## config.mk

```make
export PLATFORM = sky130hd
export DESIGN_NAME = grapheme_to_phoneme_mapper
export DESIGN_NICKNAME = d
export VERILOG_FILES = /design/src/hw/rtl/g2p_pkg.sv /design/src/hw/rtl/grapheme_to_phoneme_mapper.sv /design/src/hw/rtl/g2p_front.sv /design/src/hw/rtl/g2p_queue.sv /design/src/hw/rtl/g2p_back.sv
export VERILOG_INCLUDE_DIRS = /design/src /design/src/hw/rtl
export SDC_FILE = /design/constraint.sdc
export NUM_CORES = 1
export LEC_CHECK = 0
export BUFFER_PORTS_ARGS = -buffer_cell sky130_fd_sc_hd__buf_2
export CAP_MARGIN = 20
export CORE_UTILIZATION = 57
export DETAILED_ROUTE_END_ITERATION = 10
export HOLD_SLACK_MARGIN = 0.03
export PLACE_DENSITY = 0.77
export SLEW_MARGIN = 20
export SYNTH_ARGS = -nofsm -noshare
export SYNTH_HDL_FRONTEND = slang
export SYNTH_SLANG_ARGS = --single-unit
```

## constraint.sdc

```tcl
create_clock -name clock -period 4.4 [get_ports clock]
set_input_delay 0.22 -clock clock [delete_from_list [all_inputs] [get_ports clock]]
set_output_delay 0.22 -clock clock [all_outputs]
set_load 0.05 [all_outputs]
```

## src/hw/rtl/grapheme_to_phoneme_mapper_defines.svh

```systemverilog
// assertion macros shared by the phoneme mapper modules
`ifndef GRAPHEME_TO_PHONEME_MAPPER_DEFINES_SVH
`define GRAPHEME_TO_PHONEME_MAPPER_DEFINES_SVH

// same-cycle implication, checked outside reset
`define G2P_ASSERT_NOW(lbl, clk, rst, ante, cons) \
   lbl: assert property (@(posedge clk) disable iff (rst) (ante) |-> (cons)) \
      else $error("g2p check failed");

// next-cycle implication, checked outside reset
`define G2P_ASSERT_NEXT(lbl, clk, rst, ante, cons) \
   lbl: assert property (@(posedge clk) disable iff (rst) (ante) |=> (cons)) \
      else $error("g2p check failed");

`endif

```

## src/hw/rtl/g2p_pkg.sv

```systemverilog
// types, letter and token codes, and letter classification for the phoneme mapper
`default_nettype none

package g2p_pkg;

   // cp1257 letters outside ascii
   localparam logic [7:0] CH_I_OG  = 8'hc1;
   localparam logic [7:0] CH_E_DOT = 8'hcb;
   localparam logic [7:0] CH_E_OG  = 8'hc6;
   localparam logic [7:0] CH_A_OG  = 8'hc0;
   localparam logic [7:0] CH_U_OG  = 8'hd8;
   localparam logic [7:0] CH_U_MAC = 8'hdb;
   localparam logic [7:0] CH_C_CAR = 8'hc8;
   localparam logic [7:0] CH_S_CAR = 8'hd0;
   localparam logic [7:0] CH_Z_CAR = 8'hde;

   // token codes
   localparam logic [5:0] TOK_BOUNDARY = 6'd0;
   localparam logic [5:0] TOK_GLIDE_J  = 6'd9;
   localparam logic [5:0] TOK_GLIDE_W  = 6'd10;
   localparam logic [5:0] TOK_CODA_L   = 6'd11;
   localparam logic [5:0] TOK_CODA_M   = 6'd12;
   localparam logic [5:0] TOK_CODA_N   = 6'd13;
   localparam logic [5:0] TOK_CODA_R   = 6'd14;
   localparam logic [5:0] TOK_NONE     = 6'd0;
   localparam logic [5:0] TOK_J_SOFT   = 6'd31;

   localparam int unsigned TOKS_PER_ITEM = 3;

   typedef struct packed {
      logic [5:0] phoneme;
      logic       softened;
      logic       word_done;
   } tok_type;

   // tokens caused by one accepted letter, in order, cnt of them valid
   typedef struct packed {
      tok_type [TOKS_PER_ITEM-1:0] toks;
      logic [1:0]                  cnt;
   } rec_type;

   typedef struct packed {
      logic    hit;
      tok_type tok;
   } dec_type;

   function automatic logic [3:0] vowel_code(input logic [7:0] c);
      case (c)
         "A", CH_A_OG:      return 4'd1;
         "E", CH_E_OG:      return 4'd2;
         CH_E_DOT:          return 4'd3;
         "I":               return 4'd4;
         CH_I_OG, "Y":      return 4'd5;
         "O":               return 4'd6;
         "U":               return 4'd7;
         CH_U_MAC, CH_U_OG: return 4'd8;
         default:           return 4'd0;
      endcase
   endfunction

   function automatic logic front_vowel(input logic [7:0] c);
      return c == "I" || c == "Y" || c == CH_I_OG || c == "E" ||
             c == CH_E_DOT || c == CH_E_OG;
   endfunction

   function automatic logic back_vowel(input logic [7:0] c);
      return c == "A" || c == CH_A_OG || c == "O" || c == "U" ||
             c == CH_U_OG || c == CH_U_MAC;
   endfunction

   function automatic logic [5:0] cons_code(input logic [7:0] c);
      case (c)
         "B":      return 6'd15;
         "C":      return 6'd16;
         "D":      return 6'd17;
         "F":      return 6'd18;
         "G":      return 6'd19;
         "H":      return 6'd20;
         "K":      return 6'd21;
         "L":      return 6'd22;
         "M":      return 6'd23;
         "N":      return 6'd24;
         "P":      return 6'd25;
         "R":      return 6'd26;
         "S":      return 6'd27;
         "T":      return 6'd28;
         "V":      return 6'd29;
         "Z":      return 6'd30;
         "J":      return TOK_J_SOFT;
         CH_C_CAR: return 6'd32;
         CH_S_CAR: return 6'd33;
         CH_Z_CAR: return 6'd34;
         default:  return TOK_NONE;
      endcase
   endfunction

   // devoiced form at the end of a word
   function automatic logic [5:0] cons_final(input logic [7:0] c);
      case (c)
         "B":      return 6'd25;
         "D":      return 6'd28;
         "G":      return 6'd21;
         "Z":      return 6'd27;
         CH_Z_CAR: return 6'd33;
         default:  return cons_code(c);
      endcase
   endfunction

   function automatic logic [5:0] coda_code(input logic [7:0] c);
      case (c)
         "L":     return TOK_CODA_L;
         "M":     return TOK_CODA_M;
         "N":     return TOK_CODA_N;
         "R":     return TOK_CODA_R;
         default: return TOK_NONE;
      endcase
   endfunction

   // token of letter c between neighbors p (before) and q (after)
   function automatic dec_type g2p_decide(input logic [7:0] c, input logic pv,
                                          input logic [7:0] p, input logic qv,
                                          input logic [7:0] q);
      logic       pvow;
      logic [3:0] v;
      logic [5:0] t;
      dec_type    r;
      r    = '0;
      pvow = pv && (vowel_code(p) != 4'd0);
      v    = vowel_code(c);
      t    = qv ? cons_code(c) : cons_final(c);
      if (c == "I" && !pvow && qv && back_vowel(q)) begin
         r.hit = 1'b0;
      end else if (pvow && c == "I") begin
         r.hit = 1'b1;
         r.tok.phoneme = TOK_GLIDE_J;
      end else if (pvow && c == "U") begin
         r.hit = 1'b1;
         r.tok.phoneme = TOK_GLIDE_W;
      end else if (v != 4'd0) begin
         r.hit = 1'b1;
         r.tok.phoneme = 6'(v);
      end else if (pvow && (!qv || vowel_code(q) == 4'd0) && coda_code(c) != TOK_NONE) begin
         r.hit = 1'b1;
         r.tok.phoneme = coda_code(c);
      end else if (t != TOK_NONE) begin
         r.hit = 1'b1;
         r.tok.phoneme  = t;
         r.tok.softened = qv && front_vowel(q) && (t != TOK_J_SOFT);
      end
      return r;
   endfunction

endpackage

`default_nettype wire

```

## src/hw/rtl/grapheme_to_phoneme_mapper.sv

```systemverilog
// tokens pass the record queue, then the back end's token register, before they are shown; a
// letter's token rides with the next letter's transfer (or its own at word end); throughput:
// one letter per cycle in unless full, one token per cycle out when popped; up to 3 tokens
// per letter are buffered in a QUEUE_DEPTH record queue, so the token output rate sets the
// long-run pace; reset: synchronous, clears word context, queue pointers and the output stage
`default_nettype none

module grapheme_to_phoneme_mapper import g2p_pkg::*; #(
   parameter int unsigned QUEUE_DEPTH = 4
) (
   input  wire logic       clock,
   input  wire logic       reset,
   input  wire logic       req_push,
   output logic            req_full,
   input  wire logic [7:0] req_letter,
   input  wire logic       req_word_end,
   output logic            rsp_empty,
   input  wire logic       rsp_pop,
   output logic [5:0]      rsp_phoneme,
   output logic            rsp_softened,
   output logic            rsp_word_done
);

   logic    q_full;
   logic    q_empty;
   logic    wr_en;
   logic    rd_en;
   logic    accept;
   rec_type wr_data;
   rec_type rd_data;

   assign req_full = q_full;
   assign accept   = req_push && !q_full;

   g2p_front u_front (
      .clock    (clock),
      .reset    (reset),
      .accept   (accept),
      .letter   (req_letter),
      .word_end (req_word_end),
      .wr_en    (wr_en),
      .wr_data  (wr_data)
   );

   g2p_queue #(
      .DEPTH (QUEUE_DEPTH)
   ) u_queue (
      .clock   (clock),
      .reset   (reset),
      .wr_en   (wr_en),
      .wr_data (wr_data),
      .rd_en   (rd_en),
      .rd_data (rd_data),
      .full    (q_full),
      .empty   (q_empty)
   );

   g2p_back u_back (
      .clock         (clock),
      .reset         (reset),
      .rd_data       (rd_data),
      .q_empty       (q_empty),
      .rd_en         (rd_en),
      .rsp_pop       (rsp_pop),
      .rsp_empty     (rsp_empty),
      .rsp_phoneme   (rsp_phoneme),
      .rsp_softened  (rsp_softened),
      .rsp_word_done (rsp_word_done)
   );

endmodule

`default_nettype wire

```

## src/hw/rtl/g2p_front.sv

```systemverilog
// front end: letter context registers and per-letter token record build
`default_nettype none

module g2p_front import g2p_pkg::*; (
   input  wire logic       clock,
   input  wire logic       reset,
   input  wire logic       accept,
   input  wire logic [7:0] letter,
   input  wire logic       word_end,
   output logic            wr_en,
   output rec_type         wr_data
);

   logic [7:0] before_letter_ff, before_letter_in;
   logic       before_valid_ff, before_valid_in;
   logic [7:0] held_letter_ff, held_letter_in;
   logic       held_valid_ff, held_valid_in;

   logic       pv_new;
   logic [7:0] pl_new;
   dec_type    dec_held, dec_cur;
   logic       [3:0] cand_v;
   tok_type    [3:0] cand_t;
   logic       [2:0] k;

   always_comb begin
      pv_new   = held_valid_ff;
      pl_new   = held_valid_ff ? held_letter_ff : 8'h00;
      dec_held = g2p_decide(held_letter_ff, before_valid_ff, before_letter_ff, 1'b1, letter);
      dec_cur  = g2p_decide(letter, pv_new, pl_new, 1'b0, 8'h00);

      // opening boundary, held letter, last letter, closing boundary
      cand_v[0] = !held_valid_ff;
      cand_t[0] = '{phoneme: TOK_BOUNDARY, softened: 1'b0, word_done: 1'b0};
      cand_v[1] = held_valid_ff && dec_held.hit;
      cand_t[1] = dec_held.tok;
      cand_v[2] = word_end && dec_cur.hit;
      cand_t[2] = dec_cur.tok;
      cand_v[3] = word_end;
      cand_t[3] = '{phoneme: TOK_BOUNDARY, softened: 1'b0, word_done: 1'b1};

      // at most three candidates are ever set; pack them in order
      wr_data = '0;
      k = 3'd0;
      for (int i = 0; i < 4; i++) begin
         if (cand_v[i]) begin
            wr_data.toks[k[1:0]] = cand_t[i];
            k = k + 3'd1;
         end
      end
      wr_data.cnt = k[1:0];
      wr_en = accept && (k != 3'd0);

      before_letter_in = before_letter_ff;
      before_valid_in  = before_valid_ff;
      held_letter_in   = held_letter_ff;
      held_valid_in    = held_valid_ff;
      if (accept) begin
         if (word_end) begin
            before_letter_in = 8'h00;
            before_valid_in  = 1'b0;
            held_letter_in   = 8'h00;
            held_valid_in    = 1'b0;
         end else begin
            before_letter_in = pl_new;
            before_valid_in  = pv_new;
            held_letter_in   = letter;
            held_valid_in    = 1'b1;
         end
      end
   end

   always_ff @(posedge clock) begin
      if (reset) begin
         before_letter_ff <= 8'h00;
         before_valid_ff  <= 1'b0;
         held_letter_ff   <= 8'h00;
         held_valid_ff    <= 1'b0;
      end else begin
         before_letter_ff <= before_letter_in;
         before_valid_ff  <= before_valid_in;
         held_letter_ff   <= held_letter_in;
         held_valid_ff    <= held_valid_in;
      end
   end

endmodule

`default_nettype wire

```

## src/hw/rtl/g2p_queue.sv

```systemverilog
// record queue between the front and back ends
`default_nettype none
`include "grapheme_to_phoneme_mapper_defines.svh"

module g2p_queue import g2p_pkg::*; #(
   parameter int unsigned DEPTH = 4
) (
   input  wire logic    clock,
   input  wire logic    reset,
   input  wire logic    wr_en,
   input  rec_type      wr_data,
   input  wire logic    rd_en,
   output rec_type      rd_data,
   output logic         full,
   output logic         empty
);

   localparam int unsigned PTR_W = (DEPTH > 1) ? $clog2(DEPTH) : 1;
   localparam int unsigned CNT_W = $clog2(DEPTH + 1);

   rec_type            mem_ff [DEPTH];
   logic [PTR_W-1:0]   wr_ptr_ff, wr_ptr_in;
   logic [PTR_W-1:0]   rd_ptr_ff, rd_ptr_in;
   logic [CNT_W-1:0]   count_ff, count_in;

   assign full    = (count_ff == CNT_W'(DEPTH));
   assign empty   = (count_ff == '0);
   assign rd_data = mem_ff[rd_ptr_ff];

   always_comb begin
      wr_ptr_in = wr_ptr_ff;
      rd_ptr_in = rd_ptr_ff;
      count_in  = count_ff;
      if (wr_en) begin
         wr_ptr_in = (wr_ptr_ff == PTR_W'(DEPTH - 1)) ? '0 : wr_ptr_ff + PTR_W'(1);
      end
      if (rd_en) begin
         rd_ptr_in = (rd_ptr_ff == PTR_W'(DEPTH - 1)) ? '0 : rd_ptr_ff + PTR_W'(1);
      end
      if (wr_en && !rd_en) begin
         count_in = count_ff + CNT_W'(1);
      end else if (rd_en && !wr_en) begin
         count_in = count_ff - CNT_W'(1);
      end
   end

   always_ff @(posedge clock) begin
      if (wr_en) begin
         mem_ff[wr_ptr_ff] <= wr_data;
      end
   end

   always_ff @(posedge clock) begin
      if (reset) begin
         wr_ptr_ff <= '0;
         rd_ptr_ff <= '0;
         count_ff  <= '0;
      end else begin
         wr_ptr_ff <= wr_ptr_in;
         rd_ptr_ff <= rd_ptr_in;
         count_ff  <= count_in;
      end
   end

   `G2P_ASSERT_NOW(a_no_overflow, clock, reset, wr_en, !full)
   `G2P_ASSERT_NOW(a_no_underflow, clock, reset, rd_en, !empty)
   `G2P_ASSERT_NOW(a_count_range, clock, reset, 1'b1, count_ff <= CNT_W'(DEPTH))

endmodule

`default_nettype wire

```

## src/hw/rtl/g2p_back.sv

```systemverilog
// back end: unpacks token records one token per transfer
`default_nettype none
`include "grapheme_to_phoneme_mapper_defines.svh"

module g2p_back import g2p_pkg::*; (
   input  wire logic       clock,
   input  wire logic       reset,
   input  rec_type         rd_data,
   input  wire logic       q_empty,
   output logic            rd_en,
   input  wire logic       rsp_pop,
   output logic            rsp_empty,
   output logic [5:0]      rsp_phoneme,
   output logic            rsp_softened,
   output logic            rsp_word_done
);

   rec_type    cur_ff, cur_in;
   logic [1:0] idx_ff, idx_in;
   logic       valid_ff, valid_in;

   logic       last_tok;
   logic       advance;
   tok_type    tok;

   always_comb begin
      last_tok = valid_ff && (idx_ff == 2'(cur_ff.cnt - 2'd1));
      advance  = !valid_ff || (rsp_pop && last_tok);
      rd_en    = advance && !q_empty;

      cur_in   = cur_ff;
      idx_in   = idx_ff;
      valid_in = valid_ff;
      if (rd_en) begin
         cur_in   = rd_data;
         idx_in   = 2'd0;
         valid_in = 1'b1;
      end else if (advance) begin
         valid_in = 1'b0;
      end else if (rsp_pop) begin
         idx_in = idx_ff + 2'd1;
      end

      tok           = cur_ff.toks[idx_ff];
      rsp_empty     = !valid_ff;
      rsp_phoneme   = tok.phoneme;
      rsp_softened  = tok.softened;
      rsp_word_done = tok.word_done;
   end

   always_ff @(posedge clock) begin
      cur_ff <= cur_in;
   end

   always_ff @(posedge clock) begin
      if (reset) begin
         idx_ff   <= 2'd0;
         valid_ff <= 1'b0;
      end else begin
         idx_ff   <= idx_in;
         valid_ff <= valid_in;
      end
   end

   `G2P_ASSERT_NOW(a_idx_in_record, clock, reset, valid_ff, idx_ff < cur_ff.cnt)
   `G2P_ASSERT_NOW(a_done_is_boundary, clock, reset, valid_ff && rsp_word_done, rsp_phoneme == TOK_BOUNDARY && !rsp_softened)
   `G2P_ASSERT_NEXT(a_held_token_stable, clock, reset, valid_ff && !rsp_pop, valid_ff && $stable(idx_ff))

endmodule

`default_nettype wire

```

==> results.toml <==
[setup_path]
max_stage_delay_ps = 400
slowest_stage = "dfxtp_4"
reg2reg_setup_slack_ps = 90
cp_top_family = "compound AO/OA/AOI/OAI gates"
path_buf_inv = 3
r2r_end = "u_queue.count_ff[2]$_SDFFE_PP0P_"
crit_cells = 21
critPathLaunch = "u_front.held_letter_ff[3]$_SDFFE_PP0P_"
path_class = "reg2reg"
r2r_cells = 21
crit_top_cell = "a211oi_2"
critical_path.endpoint = "u_queue.count_ff[2]$_SDFFE_PP0P_"
arrival_ps = 4660
startpoint_type = "flop"
end_kind = "flop"
worstPathMaxFanout = 8
reg2reg_from = "u_front.held_letter_ff[3]$_SDFFE_PP0P_"
crit_required_ps = 4750
crit_chain = "clkbuf_4, nand4bb_1, o211a_1, o22ai_2, a211oi_2, a32o_2, nand2_2, nand2b_1, inv_2, nor2b_4, ha_4, nor2b_1, o21ai_2, a211oi_2, a311oi_4, ha_2, inv_1, fa_2, xor2_1, or3_4, a21oi_2"

[die]
placeableCoreArea_mm2 = 0.0135
start_util_pct = 59.3
die_x_um = 120
die-area_mm2 = 0.0145
die_y_um = 120
io_pins = 23
rows = 42

[finish]
layout_commonest_cell = "edfxtp_1"
drive_gt1_share_pct = 24.9
fin_util_pct = 70.9
n_antenna_cell = 0
regArea_mm2 = 0.00433
area_delta_synth_final_pct = 19.7
multi_input_area_mm2 = 0.00353
final_cell_mix = "edfxtp_1 (125), buf_4 (73), nor2_1 (66)"
nets = 821
n_fill_cell = 919

[cts]
cts-root-buf = "clkbuf_16"
cts_buffer_depth = 2
tritoncts = "built"
clock_sinks = 153
htree_levels = 4
insertion_delay_ps = 420
clkSlewWorstSetupHoldPaths_ps = 60
cts_buffers = 17
cts_hold_buf = 0

[logic_synthesis]
yosys_register_bits = 153
synth-edff-count = 125
yosysSeqAreaShare_pct = 54.1
synth_area_per_cell_um2 = 11.4
ys_async_sr_fraction_pct = 0
synth_cell_types = 78
synth_flop_cell = "edfxtp_1"
synth_area_mm2 = 0.00797
yosysWarnings = 0
syn-instance-count = 698

[detailed_routing]
wl_um = 21200
ant_nets = 0
via_count = 6167
drc = 0
wl_per_cell_um = 21.5
drt_first_iter_violations = 671
drt-pass1-iter-count = 5
viasPerCell = 6.25

[power_and_ir_drop]
p_per_area_mw_per_mm2 = 511
total_power_mw = 4.88
peakVddDrop_uv = 334
p_leak_nw = 3.33

[global_route]
grt_pass1_vias = 6048
overflow = 0
grt_max_degree = 31
grt_pass1_wl_um = 32700
grt_usage_pct = 30.5
antenna_found_initial = 0

[min_path]
worstHoldPathType = "in2reg"
hold_path_depth = 3

[sta]
period_minus_slack_ps = 4310
setup_tns_ps = 0
finalMaxSlewViolations = 0
slew_headroom_pct = 34.0
fmax_ghz = 0.232
finalSetupViolCount = 0
finClkSkew_ps = 11.4
min_period_over_period_pct = 98.0
timing_hold_violations_final = 0
worst_slew_pin_slew_ps = 991

[run_status]
status = "completed"

[job]
cap_violations = 0

[placement]
dp_hpwl_um = 13500
io_buffers = 22
place.gp.congestion = 0.979
==> kinds of logic (layout without fill, tap and decap cells) <==
group / after synthesis / in the layout / synth area share, %
AOI/OAI and AO/OA: 162 / 162 / 13.8
and+or+nand+nor: 252 / 252 / 16.2
other: 1 / 28 / 0.0470
adders and majority gates: 12 / 12 / 1.95
buffers and inverters: 66 / 151 / 3.58
xor gates and xnor gates: 11 / 11 / 1.21
muxes: 41 / 41 / 9.15
DFF: 153 / 153 / 54.1
==> power breakdown <==
group	leakage (nW)	switching [mW]	internal, mW
Sequential	1.37	0.194	1.89
Clock	0.314	0.551	0.899
Combinational	1.65	0.803	0.535
Total	3.33	1.55	3.33
==> how the worst min path moves through the flow <==
stage	startpoint	slack, ps	endpoint
3_5_place_dp	u_front.before_letter_ff[6]$_SDFFE_PP0P_	460	u_front.before_letter_ff[6]$_SDFFE_PP0P_
2_1_floorplan	rsp_pop	380	u_back.idx_ff[0]$_SDFFE_PP0P_
3_3_place_gp	u_front.before_valid_ff$_SDFFE_PP0P_	440	u_front.before_valid_ff$_SDFFE_PP0P_
6_report	rsp_pop	140	u_back.idx_ff[0]$_SDFFE_PP0P_
5_1_grt	rsp_pop	140	u_back.idx_ff[0]$_SDFFE_PP0P_
4_1_cts	rsp_pop	120	u_back.idx_ff[0]$_SDFFE_PP0P_
==> tightest hold or removal path, cell delays in order <==
cell      delay, ps
buf_2           130
nand3b_1         80
a21oi_1          70
==> layout make-up <==
class | count | share of cell area [%]
Inverter | 16 | 0.629
Timing Repair Buffer | 103 | 8.29
Multi-Input combinational cell | 506 | 37.0
Sequential cell | 153 | 45.4
Tap cell | 176 | 2.31
Clock inverter | 8 | 0.498
Clock buffer | 24 | 5.94
==> layer usage <==
layer | vias to the layer above | part of all wire (%) | GRT usage [%]
met1 | 3005 | 39 | 38.0
met2 | 294 | 51 | 52.2
li1 | 2827 | - | -
met3 | 41 | 6.6 | 6.04
met4 | 0 | 2.6 | 12.4
met5 | - | 0 | 0
==> registers in the layout, summed over array words and instances (netlist names) <==
| name | cells |
|---|---|
| u_queue.mem_ff | 100 |
| u_back.cur_ff | 25 |
| u_front.before_letter_ff | 8 |
| u_front.held_letter_ff | 8 |
| u_queue.count_ff | 3 |
| u_back.idx_ff | 2 |
| u_queue.rd_ptr_ff | 2 |
| u_queue.wr_ptr_ff | 2 |
| u_back.valid_ff | 1 |
| u_front.before_valid_ff | 1 |
| u_front.held_valid_ff | 1 |
==> timing repair <==
item	CTS	global route
setup buffers	0	11
hold endpoints to repair	0	0
pin swaps	1	7
setup endpoints to repair	1	1
resized for setup	9	10
==> metrics by stage <==
stage	hold slack (ps)	cells	setup slack, ps	instance area, um2
2_1_floorplan	384	725	31.9	8070
3_3_place_gp	445	943	-52.2	8780
3_5_place_dp	455	943	-192	8780
4_1_cts	119	975	4.41	9420
5_1_grt	137	986	-44.9	9540
6_report	139	986	86.9	9540
==> cells in the mapped netlist, types with 11 or more instances <==
cell type	n	area share, %
a21oi_1	45	2.8
nand2_1	56	2.6
nor2b_1	19	1.5
dfxtp_1	28	7.0
nand2b_1	19	1.5
mux4_2	25	7.1
nor2_1	67	3.2
buf_1	11	0.52
o22ai_1	11	0.86
mux2i_1	14	1.8
edfxtp_1	125	47
buf_2	15	0.94
o21ai_0	35	2.2
clkbuf_1	21	0.99
nand3_1	18	1.1
nor3_1	15	0.94
inv_1	13	0.61
No activity file was read; power rests on OpenSTA's default activity.
